File: src/sv/cbd_pkg.sv
`timescale 1ns / 1ps
// Shared types and constants for the C-alpha chain break detector.
// No dependencies; used by every module of the block.
package cbd_pkg;

  localparam int COORD_W      = 25;
  localparam int DIFF_W       = COORD_W + 1;
  localparam int SQ_W         = 2 * DIFF_W;
  localparam int SUM_W        = SQ_W + 2;
  localparam int CUT_W        = 16;
  localparam int CUT2_W       = 2 * CUT_W;
  localparam logic [CUT_W-1:0] CUTOFF_RESET = 16'd4000;

  localparam int Q_DEPTH      = 4;
  localparam int Q_AW         = 2;

  localparam int IN_TDATA_W   = 80;
  localparam int IN_TUSER_W   = 4;
  localparam int OUT_TDATA_W  = 8;

  // in_tuser bit positions
  localparam int TU_IS_CALPHA  = 0;
  localparam int TU_ATOM_VALID = 1;
  localparam int TU_RES_VALID  = 2;
  localparam int TU_CHAIN_LAST = 3;

  typedef logic signed [COORD_W-1:0] coord_t;

  // one residue-end job handed from front to back
  typedef struct packed {
    logic   flag;   // previous residue gets a break flag
    logic   cmp;    // flag decided by distance compare (else forced to 1)
    logic   close;  // closing chain-end result follows
    coord_t px;
    coord_t py;
    coord_t pz;
    coord_t cx;
    coord_t cy;
    coord_t cz;
  } cbd_job_t;

endpackage

File: src/sv/cbd_front.sv
`timescale 1ns / 1ps
// Front end: tracks current/previous residue C-alpha and builds residue-end jobs.
// Depends on cbd_pkg.
module cbd_front (
  input  logic                         clk,
  input  logic                         rst_n,
  input  logic                         accept,
  input  logic [cbd_pkg::IN_TDATA_W-1:0] in_data,
  input  logic [cbd_pkg::IN_TUSER_W-1:0] in_user,
  input  logic                         in_last,
  output logic                         push,
  output cbd_pkg::cbd_job_t            job
);

  logic            have_prev_r, prev_valid_r, prev_has_r, cur_has_r;
  cbd_pkg::coord_t prev_x_r, prev_y_r, prev_z_r;
  cbd_pkg::coord_t cur_x_r, cur_y_r, cur_z_r;

  cbd_pkg::coord_t ax, ay, az, ex, ey, ez;
  logic            take_ca, eff_has, res_valid, chain_last;

  always_comb begin
    ax = in_data[cbd_pkg::COORD_W-1:0];
    ay = in_data[2*cbd_pkg::COORD_W-1:cbd_pkg::COORD_W];
    az = in_data[3*cbd_pkg::COORD_W-1:2*cbd_pkg::COORD_W];
    res_valid  = in_user[cbd_pkg::TU_RES_VALID];
    chain_last = in_user[cbd_pkg::TU_CHAIN_LAST];
    // only the first valid C-alpha of a residue is kept
    take_ca = in_user[cbd_pkg::TU_IS_CALPHA] && in_user[cbd_pkg::TU_ATOM_VALID] && !cur_has_r;
    eff_has = cur_has_r || take_ca;
    ex = take_ca ? ax : cur_x_r;
    ey = take_ca ? ay : cur_y_r;
    ez = take_ca ? az : cur_z_r;

    job.flag  = have_prev_r && prev_valid_r;
    job.cmp   = prev_has_r && res_valid && eff_has;
    job.close = chain_last;
    job.px = prev_x_r;
    job.py = prev_y_r;
    job.pz = prev_z_r;
    job.cx = ex;
    job.cy = ey;
    job.cz = ez;
    push = accept && in_last && (job.flag || job.close);
  end

  always_ff @(posedge clk) begin
    if (!rst_n) begin
      have_prev_r  <= 1'b0;
      prev_valid_r <= 1'b0;
      prev_has_r   <= 1'b0;
      cur_has_r    <= 1'b0;
    end else if (accept) begin
      if (!in_last) begin
        cur_has_r <= eff_has;
      end else begin
        cur_has_r <= 1'b0;
        if (chain_last) begin
          have_prev_r  <= 1'b0;
          prev_valid_r <= 1'b0;
          prev_has_r   <= 1'b0;
        end else begin
          have_prev_r  <= 1'b1;
          prev_valid_r <= res_valid;
          prev_has_r   <= eff_has;
        end
      end
    end
  end

  // coordinates are qualified by the has flags
  always_ff @(posedge clk) begin
    if (accept) begin
      cur_x_r <= ex;
      cur_y_r <= ey;
      cur_z_r <= ez;
      if (in_last) begin
        prev_x_r <= ex;
        prev_y_r <= ey;
        prev_z_r <= ez;
      end
    end
  end

endmodule

File: config.mk
export PLATFORM = sky130hd
export DESIGN_NAME = cbd_front
export DESIGN_NICKNAME = d
export VERILOG_FILES = /design/src/sv/cbd_pkg.sv /design/src/sv/cbd_front.sv
export SDC_FILE = /design/constraint.sdc
export NUM_CORES = 1
export LEC_CHECK = 0
export ABC_AREA = 1
export BUFFER_PORTS_ARGS = -buffer_cell sky130_fd_sc_hd__buf_4
export CAP_MARGIN = 10
export CORE_UTILIZATION = 52
export CTS_CLUSTER_SIZE = 12
export DETAILED_ROUTE_END_ITERATION = 10
export PLACE_DENSITY = 0.85
export SLEW_MARGIN = 20
export SYNTH_ARGS = -nofsm -noshare
export SYNTH_HDL_FRONTEND = slang
export SYNTH_SLANG_ARGS = --single-unit
File: constraint.sdc
create_clock -name clk -period 8.7 [get_ports clk]
set_clock_uncertainty 0.15 [all_clocks]
set_input_delay 1.74 -clock clk [delete_from_list [all_inputs] [get_ports clk]]
set_output_delay 1.74 -clock clk [all_outputs]
set_load 0.1 [all_outputs]
**After elaboration in Yosys (flattened, before gate mapping)**

Index checks and enable logic that the tools add are counted.

- Logic and storage cells: 28
- Output and inout port bits: 154
- Input bits: 88
- Register bits after elaboration: 154

- Reduce and logical (&&, ||, !) cells: 11
- Multiplexer cells: 7

Operator list:

| kind | number |
|---|---|
| $mux W25 | 3 |
| $logic_and A1 B1 Y1 | 7 |
| $mux W1 | 4 |
| $logic_or A1 B1 Y1 | 2 |
| $reduce_and A2 Y1 | 1 |
| $logic_not A1 Y1 | 1 |

**Depth between registers and ports, before layout**

- Depth in word-level cells: 4
- Mapped depth: 6
- Gate-level depth less buffers: 4

**Worst setup path before layout**

Ideal clock, no wire load.

- Kind: input port to output port
- From: input in_user[1] in the netlist's numbering
- To: output job[151] in the netlist's numbering
- Stages on the path: 4
- Arrival: 3.541 ns
- Required time: 6.810 ns
- Buffers on the path: 2
- Path slack: 3.269 ns
- Cell sequence: buf_2 > buf_4 > nand2_1 > a21oi_1

RTL lines:

| what | RTL line | text |
|---|---|---|
| from (decl) | cbd_front.sv:9 | `input logic [cbd_pkg::IN_TUSER_W-1:0] in_user,` |
| to (decl) | cbd_front.sv:12 | `output cbd_pkg::cbd_job_t job` |

==> run metrics <==
drt total wl=approximately 15 mm; initial antenna violation count=0; fin nets=752; CTS tree=done; initial cell density of the core=0.541; total CTS buffers=17; most used cell, CP=buf_4; most used flip-flop cell after synthesis=edfxtp_1; sequential power share=0.404; boundary pin count=242; Yosys top cell by area=edfxtp_1; Routed Antenna Nets=0; final core occ=0.749; Clock Power Share=0.313; CP Class=input pin to primary output; largest net degree at the start of global routing=slightly below 80; worst slew pin tran=between 1 and 1.5 ns; reg-to-reg critical path endpoint=cur_y_r[19]; area occupied by multi-input gates=roughly 1100 um2; per-cell routed wire length=18.3 um; drc violations=0; hold_buf cts=0; share of post-route cells with drive strength above 1=0.401; CP arrival=around 4 ns; Setup TNS=0 ns; ys async rst share=0; clock sinks=154; Reg area=4580 um2; leakage=roughly 3.6 nW; DR pass1 iterations=5; Ant. Diodes=0; latest clock arrival within the worst-skew pair=0.41 ns; HP Class=register to register; switching pwr=about 800 uW; CTS max path bufs=2; slew margin rel.=0.311; crit end category=primary output; internal power=1.41 mW; H-tree depth=4; Tot GR Track Use=0.258; Syn Area/Cell=roughly 14 um2; CP Capture Point=job[44]; Area growth, synth to finish=38.5%; library cells used by synthesis=15; gr ovfl total=0; FF+latch count, synth=154; max_cap viols=0; fmax=between 0.15 and 0.2 GHz; top-count cell post-synth=nand2_1; Crit path required time=6.81 ns; # resized after CTS=0; Max Transition Viols Final=0; top cell type's share of synthesized area=0.755; vias per cell=roughly 5.5; reg2reg path depth=5; via count=approximately 4500; r2r setup slk=around 6.7 ns; number of synthesis warnings=0; Hold Fails Final Rpt=0; Critical path origin=in_user[1]; CP max-delay cell=nand3_2; Mapped Area=about 6000 um2; CP max stage delay=0.64 ns; GPL Wtd Cong=0.764; Period Utilization, post-route=0.691; Clock transition at path regs=roughly 0.060 ns; IO Port Bufs=236; DRT iter0 DRCs=around 310; Die X=about 110 um; register area share after synthesis=0.768; hpwl dp=between 9 and 10 mm; fin cells=slightly above 800; Sw Ratio=0.365; Setup violations, final=0; FP Rows=38; RSZ-0062 raised after global routing=no; Max FO, Critical Path=slightly below 80; Power Dens Cells=about 270 nW/um2; launching point of the worst reg2reg path=cur_has_r; CTS root buf=clkbuf_16; crit start category=input pin; first-pass GRT wire length=~23 mm; number of synthesized flops with an enable pin=150; top post-synthesis cells by area=edfxtp_1 (76%), nand2_1 (10%), nand4_1 (7.9%); cell count after synthesis=~440; Tmin final=6.01 ns; crit-path cells=buf_4 > nand3_2 > buf_4 > nand2_1 > nand2_1 > buf_4; VDD IR max=between 0.2 and 0.25 mV; Commonest cells post-synth=nand2_1 (161), edfxtp_1 (150), nand4_1 (75); Fill cells=between 600 and 700; vias in the first global route=about 4300; die height=109 um; dpl cells=785; worst hold slack=around 0.34 ns; share of power burned in combinational logic=0.282; core area=between 10000 and 15000 um2; post-CTS setup buffers=0; post-synth net total=about 530; DIE AREA=approximately 12000 um2; status=completed
==> flip-flops by register name (all words and copies together) (netlist names), 25 cells and up <==
signal / cells
prev_y_r: 25
prev_z_r: 25
cur_z_r: 25
cur_y_r: 25
prev_x_r: 25
cur_x_r: 25
==> worst min-delay path by stage <==
stage,startpoint,cells after the start,slack [ns],end
after global placement,prev_valid_r,2,0.31,prev_valid_r
after detailed placement,prev_has_r,2,0.32,prev_has_r
after global routing,prev_has_r,2,0.36,prev_has_r
after CTS,prev_has_r,2,0.33,prev_has_r
final,prev_has_r,2,0.34,prev_has_r
after floorplan,have_prev_r,2,0.30,have_prev_r
==> placed cells by master (no fill, tap or decap) <==
cell and count:
inv_2 1, bufinv_16 2, nor2_1 4, clkbuf_16 17, clkinv_1 3, clkinvlp_4 5, dfxtp_1 4, a21oi_1 1
buf_4 239, nand3_2 1, inv_1 2, or2_2 1, edfxtp_1 150, nand4_1 75, clkinv_2 4, nand3_1 5
clkinv_4 1, nand2_1 161
==> per-stage QoR <==
step / power, mW / area, um2 / setup slack, ns
floorplan: 1.39 / 5970 / 3.27
global placement: 1.53 / 7700 / 2.80
global route: 2.27 / 8260 / 2.57
CTS: 2.23 / 8260 / 2.73
detailed placement: 1.54 / 7700 / 2.74
finish: 2.22 / 8260 / 2.69
==> routing by layer <==
metal	track usage	vias to the layer above	part of all wire
li1	-	2070	-
met1	0.312	2129	0.38
met2	0.438	231	0.52
met3	0.0795	24	0.087
met4	0.0849	0	0.016
met5	0	-	0
==> worst max-delay path, delay by kind of cell <==
family / cells / cell delay [ns]
buffers and inverters: 3 / 1.40
AND/OR/NAND/NOR: 3 / 0.90
==> power by group through the flow <==
| stage | registers, mW | clock network [mW] | logic, mW |
|---|---|---|---|
| after global routing | 0.901 | 0.728 | 0.646 |
| final | 0.896 | 0.695 | 0.626 |
| after global placement | 0.908 | 0 | 0.618 |
| after floorplan | 1.05 | 0 | 0.347 |
| after CTS | 0.896 | 0.704 | 0.627 |
| after detailed placement | 0.911 | 0 | 0.625 |
==> kinds of logic after synthesis <==
group / count (synthesis) / share of synthesized area
buffers and inverters: 39 / 0.0413
AOI/OAI and AO/OA: 1 / 0.000838
DFF: 154 / 0.768
and+or+nand+nor: 247 / 0.189
==> area by class of cell <==
cell class,instances,area share
well taps,140,0.0212
inverters,4,0.00197
clock inverters,14,0.0161
repair buffers,239,0.217
flip-flops and latches,154,0.555
clock buffers,17,0.0515
multi-input cells,248,0.137
(Power assumes the default switching activity.)
