$ cat src/sv/cbd_pkg.sv
`timescale 1ns / 1ps
// Shared types and constants for the C-alpha chain break detector.
// No dependencies; used by every module of the block.
package cbd_pkg;

  localparam int COORD_W      = 25;
  localparam int DIFF_W       = COORD_W + 1;
  localparam int SQ_W         = 2 * DIFF_W;
  localparam int SUM_W        = SQ_W + 2;
  localparam int CUT_W        = 16;
  localparam int CUT2_W       = 2 * CUT_W;
  localparam logic [CUT_W-1:0] CUTOFF_RESET = 16'd4000;

  localparam int Q_DEPTH      = 4;
  localparam int Q_AW         = 2;

  localparam int IN_TDATA_W   = 80;
  localparam int IN_TUSER_W   = 4;
  localparam int OUT_TDATA_W  = 8;

  // in_tuser bit positions
  localparam int TU_IS_CALPHA  = 0;
  localparam int TU_ATOM_VALID = 1;
  localparam int TU_RES_VALID  = 2;
  localparam int TU_CHAIN_LAST = 3;

  typedef logic signed [COORD_W-1:0] coord_t;

  // one residue-end job handed from front to back
  typedef struct packed {
    logic   flag;   // previous residue gets a break flag
    logic   cmp;    // flag decided by distance compare (else forced to 1)
    logic   close;  // closing chain-end result follows
    coord_t px;
    coord_t py;
    coord_t pz;
    coord_t cx;
    coord_t cy;
    coord_t cz;
  } cbd_job_t;

endpackage

$ cat src/sv/cbd_queue.sv
`timescale 1ns / 1ps
// Short job queue between front and back ends.
// Depends on cbd_pkg.
module cbd_queue (
  input  logic              clk,
  input  logic              rst_n,
  input  logic              push,
  input  cbd_pkg::cbd_job_t din,
  input  logic              pop,
  output cbd_pkg::cbd_job_t dout,
  output logic              full,
  output logic              not_empty
);

  cbd_pkg::cbd_job_t             slot_r [cbd_pkg::Q_DEPTH];
  logic [cbd_pkg::Q_AW-1:0]      wr_ptr_r, rd_ptr_r;
  logic [cbd_pkg::Q_AW:0]        count_r;

  assign full      = (count_r == (cbd_pkg::Q_AW+1)'(cbd_pkg::Q_DEPTH));
  assign not_empty = (count_r != '0);
  assign dout      = slot_r[rd_ptr_r];

  always_ff @(posedge clk) begin
    if (!rst_n) begin
      wr_ptr_r <= '0;
      rd_ptr_r <= '0;
      count_r  <= '0;
    end else begin
      if (push) wr_ptr_r <= wr_ptr_r + 1'b1;
      if (pop)  rd_ptr_r <= rd_ptr_r + 1'b1;
      case ({push, pop})
        2'b10:   count_r <= count_r + 1'b1;
        2'b01:   count_r <= count_r - 1'b1;
        default: count_r <= count_r;
      endcase
    end
  end

  always_ff @(posedge clk) begin
    if (push) slot_r[wr_ptr_r] <= din;
  end

endmodule

$ cat config.mk
export PLATFORM = sky130hd
export DESIGN_NAME = cbd_queue
export DESIGN_NICKNAME = d
export VERILOG_FILES = /design/src/sv/cbd_pkg.sv /design/src/sv/cbd_queue.sv
export SDC_FILE = /design/constraint.sdc
export NUM_CORES = 1
export LEC_CHECK = 0
export BUFFER_PORTS_ARGS = -buffer_cell sky130_fd_sc_hd__buf_2
export CORE_MARGIN = 4
export CORE_UTILIZATION = 55
export CTS_CLUSTER_SIZE = 24
export DETAILED_ROUTE_END_ITERATION = 10
export GPL_ROUTABILITY_DRIVEN = 0
export HOLD_SLACK_MARGIN = 0.03
export PLACE_DENSITY = 0.77
export SETUP_SLACK_MARGIN = 0.05
export SKIP_LAST_GASP = 1
export SYNTH_ARGS = -nofsm -noshare
export SYNTH_HDL_FRONTEND = slang
export SYNTH_SLANG_ARGS = --single-unit
$ cat constraint.sdc
create_clock -name clk -period 6.6 [get_ports clk]
set_input_delay 1.32 -clock clk [delete_from_list [all_inputs] [get_ports clk]]
set_output_delay 1.32 -clock clk [all_outputs]
set_load 0.05 [all_outputs]
# --- Yosys cells after proc, flatten, opt, wreduce, memory -nomap -nowiden ---
# Memories as Yosys holds them, arrays and structs flattened. A register that Yosys moved wholly into a read port is not among the register bits.
# Index checks and enable logic that the tools add are counted.
classes:
  add_sub_neg: 4
  eq_ne: 3
  mux: 5
  reduce_logical: 2
ops:
  columns: ["op", "count"]
  rows:
  - ["case mux 3 bit (2 select lines)", 1]
  - ["adder 2 x 1 -> 2 bit (second input constant)", 2]
  - ["2-to-1 mux 2 bit", 2]
  - ["adder 3 x 1 -> 3 bit (second input constant)", 1]
  - ["== test 3 bit (second input constant)", 1]
  - ["nonzero test 3 bit", 1]
  - ["subtractor 3 x 1 -> 3 bit (second input constant)", 1]
  - ["== test 2 x 1 -> 1 bit (second input constant)", 1]
  - ["== test 2 bit (second input constant)", 1]
  - ["2-to-1 mux 1 bit", 2]
  - ["nonzero test 2 bit", 1]
word_totals:
  regBits: 7
  ram_bits: 612
  output_inout_bits: 155
  wordCells: 18
  n_memories: 1
memory_table:
  columns: ["name", "words", "word_bits", "read_ports", "rd_ports_with_merged_regs", "wr", "line", "rtl"]
  rows:
  - ["slot_r", 4, 153, 1, 1, 1, "cbd_queue.sv:15", "cbd_pkg::cbd_job_t slot_r [cbd_pkg::Q_DEPTH];"]

# --- Longest topological paths before layout ---
depth:
  word_depth: 3
  ltp_mapped: 6
  depth_no_buf: 6

# --- Worst setup path after synthesis ---
# Ideal clock, no wire load.
synth_path:
  kind: "input-to-reg"
  start: "in push"
  end: "mem slot_r[0][0] (netlist bit), enable pin"
  arrival_time_ns: 4.810
  required_ns: 6.070
  slack_ns: 1.259
  stages: 1
  n_path_buf: 0
  path_cell_list: "and2_1"
synth_via:
  elab_chain_len: 2
synth_lines:
  columns: ["item", "line", "rtl"]
  rows:
  - ["start, declared", "cbd_queue.sv:7", "input logic push,"]
  - ["2-to-1 mux 1 bit", "cbd_queue.sv:40", "if (push) slot_r[wr_ptr_r] <= din;"]
  - ["2-to-1 mux 1 bit (not written as such)", "cbd_queue.sv:40", null]
  - ["end, declared", "cbd_queue.sv:15", null]
# No other way between the ends.

==> results.md <==
Run status:
- The run finished with clean final reports.

Logic synthesis:
- The post-synthesis average cell area is 26.7 sq um.
- The sequential share of the synthesized area is 82.5%.
- The dominant combinational cell family by area after synthesis is multiplexers.
- The biggest area contributor in the post-synthesis netlist is sky130_fd_sc_hd__edfxtp_1.
- The mux cell area share after synthesis is 15.4%.
- The number of nets produced by synthesis is 1004.
- The distinct cell type count after synthesis is 20.
- The fraction of the mapped netlist area in compound gates is 0.0557%.
- Sorting the synthesized cells by area gives the leading types as sky130_fd_sc_hd__edfxtp_1 (82%), sky130_fd_sc_hd__mux4_2 (15%), sky130_fd_sc_hd__dfxtp_1 (0.80%).
- In the synthesized netlist, the number of instances is 841.
- The cell area that synthesis handed to floorplanning was 22500 sq um.
- The total of warnings raised by yosys is 0.
- The area share of fa/ha/maj cells after synthesis is 0.367%.
- The share of the synthesized area in the top cell type is 81.7%.
- The share of synthesized cell area in and, or, nand and nor gates is 0.412%.
- The parity-gate share of the synthesized area counting xor and xnor cells is 0.195%.
- After synthesis the netlist holds a flip-flop and latch count of 621.

STA:
- The count of endpoints failing hold in the final timing report is 0.
- For the pin with the worst max-slew slack, the measured transition is 1010 ps.
- The fmax is 232 MHz.
- After layout, the minimum clock period comes to 4310 ps.
- The headroom to the max-slew limit is 32.6%.
- The count of final setup violators is 0.
- The share of the cycle needed by the critical path after routing is 65.3%.
- The final count of pins violating max slew came to 0.
- For the final database, setup skew stands at 8.97 ps.
- The final sum of negative setup slack is 0 ps.
- Setup repair after global routing left no endpoint under its margin.

Hold path:
- The tightest min-delay check is of the reg2reg type.

Routing:
- After detailed routing, the number of remaining DRC violations is 0.
- The aggregate routed wire length is 42.8 mm.
- After detailed routing, the average wire length per cell comes to 24.2 microns.
- The total via count in the routed design is 10099.
- Dividing the detail-routed via count by the number of cells gives 5.72.
- The post-route antenna net violation count is 0.
- The first-iteration detailed-routing DRC count is 918.
- The pre-antenna-repair detailed-routing pass consisted of 6 iterations.

Final layout:
- Compared with the post-synthesis result, the final layout area differs by 17.8%.
- The leading cell type in the layout, fill and taps excluded is sky130_fd_sc_hd__edfxtp_1.
- Leaving out fill and tap cells, the most frequent cells in the layout are sky130_fd_sc_hd__edfxtp_1 (612), sky130_fd_sc_hd__buf_2 (311), sky130_fd_sc_hd__mux4_2 (153).
- In the final layout, the multi-input gates occupy 3710 sq um.
- With fillers left out, the area of the finished cells amounts to 26500 sq um.
- Once layout is complete, the utilization of the core stands at 66.1%.
- The net count of the finished layout is 1353.
- The share of cells above drive strength 1 is 45.4%.
- The register cell area after layout is 18600 sq um.
- After filler insertion, the fill cell instance count of the layout stands at 2526.

CTS:
- The root buffer cell is sky130_fd_sc_hd__clkbuf_16.
- The clock net sink count is 621.
- In this run, CTS created clock tree buffers numbering 59.
- Clock-pin slew was measured on the worst setup and hold paths at 60 ps.
- TritonCTS built the clock tree.
- The maximum clock insertion buffer count is 3.
- The count of hold-fix buffers inserted at cts is 0.
- After clock tree synthesis, the repair step resized 0 gates.
- The clock latency of the later-clocked register in the worst-skew pair is 600 ps.
- CTS built an H-tree with a depth of 2.
- After clock tree synthesis, the setup repair step added 0 buffers.

Setup path:
- STA classifies the critical path startpoint as a flop.
- The cell at the slowest stage of the critical path is sky130_fd_sc_hd__dfxtp_4.
- Of all nets on the critical path, the largest fanout is 42.
- For the worst setup path, the data required time is 5280 ps.
- The worst setup path is captured at an output pin.
- The kind of critical path is reg2out.
- Traced cell by cell, the critical path runs through buf_4 -> mux4_2 -> buf_2.
- STA puts the critical path data arrival time at 2990 ps.
- In this design, the stage delay of the slowest critical-path cell is 970 ps.

Die:
- The die is 210 microns wide.
- Row generation in the floorplan step produced 73 rows.
- For this configuration, the core starts out at a cell density of 56.1%.
- The core footprint is 40100 sq um.
- The die outline height is 210 microns.
- The die covers 44200 sq um.
- During I/O placement, the number of pins put on the boundary was 312.

GRT:
- The aggregate global routing overflow is 0.
- Entering global routing, the biggest net connects 99 pins.
- The number of antenna violations at the first check in global routing is 8.
- The first global-routing pass estimated 64.8 mm of wire.
- The number of global-route vias before repair came to 10618.
- The global router's overall resource usage is 19.4%.

Job:
- The max-cap check violation count is 0.

Power and ir drop:
- The worst-case IR drop observed on VDD is 0.325 mV.
- For this design the ratio of total power to cell area is 340 nW/um^2.
- Summed over all cells, the static leakage comes to 0.00886 uW.

Place:
- The count of buffers added on input and output ports is 311.
- The post-DP HPWL is 25.3 mm.
- In this run the cell area measured after placement is 24600 sq um.
==> cell usage after synthesis (all sizes together) <==
master    n
nor2b     2
inv       3
xnor2     3
edfxtp  612
a21boi    1
nor3b     1
dfxtp     9
nand2     1
and2      9
o21ai     1
clkbuf    6
mux4    153
ha        5
buf      28
fa        1
xor2      2
or3       2
mux2i     2
==> worst max-delay path: cells and delay by family (launching register included) <==
family / cells / cell delay, ps
flops: 1 / 970
mux: 1 / 580
buf+inv: 2 / 800
==> per-stage QoR <==
| step | power [uW] | setup WS, ps | std cells | hold slack (ps) |
|---|---|---|---|---|
| after floorplan | 5620 | 1260 | 841 | 467 |
| final | 9020 | 2290 | 1766 | 514 |
| after CTS | 9110 | 2150 | 1761 | 517 |
| after detailed placement | 5940 | 2830 | 1654 | 508 |
| after global routing | 9350 | 2000 | 1762 | 530 |
| after global placement | 5920 | 2830 | 1654 | 491 |
==> area by class of cell <==
cell class	instances	share of cell area [%]
inverters	3	0.0425
clock inverters	33	0.964
flip-flops and latches	621	70.1
repair buffers	322	6.42
clock buffers	74	5.95
multi-input cells	183	14.0
well taps	525	2.48
diodes	5	0.0472
==> metal layers <==
metal | routed length, microns | track usage [%] | vias to the layer above
met1 | 17200 | 27.3 | 5293
met5 | 92 | 0 | -
met4 | 614 | 5.33 | 12
met2 | 20900 | 30.2 | 379
met3 | 3990 | 6.25 | 56
li1 | - | - | 4359
==> final timing paths <==
kind | startpoint | to | slack, ps | cells past startpoint
worst min register to register | count_r[2]$_SDFFE_PN0P_ | count_r[2]$_SDFFE_PN0P_ | 510 | 2
worst min-delay path | count_r[2]$_SDFFE_PN0P_ | count_r[2]$_SDFFE_PN0P_ | 510 | 2
worst max register to register | wr_ptr_r[0]$_SDFFE_PN0P_ | slot_r[2][134]$_DFFE_PP_ | 4180 | 4
worst max-delay path | flop | dout[102] | 2290 | 3
==> sequential cells by signal (all words and copies together), names as in the netlist, named ones only <==
register and cells:
count_r 3, rd_ptr_r 2, slot_r 612, wr_ptr_r 2
==> kinds of logic (layout without fill, tap and decap cells) <==
family	count (synthesis)	in the layout
XOR/XNOR	5	5
AND/OR/NAND/NOR	15	15
flip-flops	621	621
adder cells (fa/ha/maj)	6	6
AO/OA/AOI/OAI	2	2
multiplexers	155	155
other	0	5
buffers and inverters	37	432
==> report_power, final <==
| group | internal [uW] | switching (uW) |
|---|---|---|
| sequential | 4530 | 71.5 |
| combinational | 365 | 872 |
| clock | 1830 | 1340 |
Note: power is estimated with default switching activity, not from simulation.
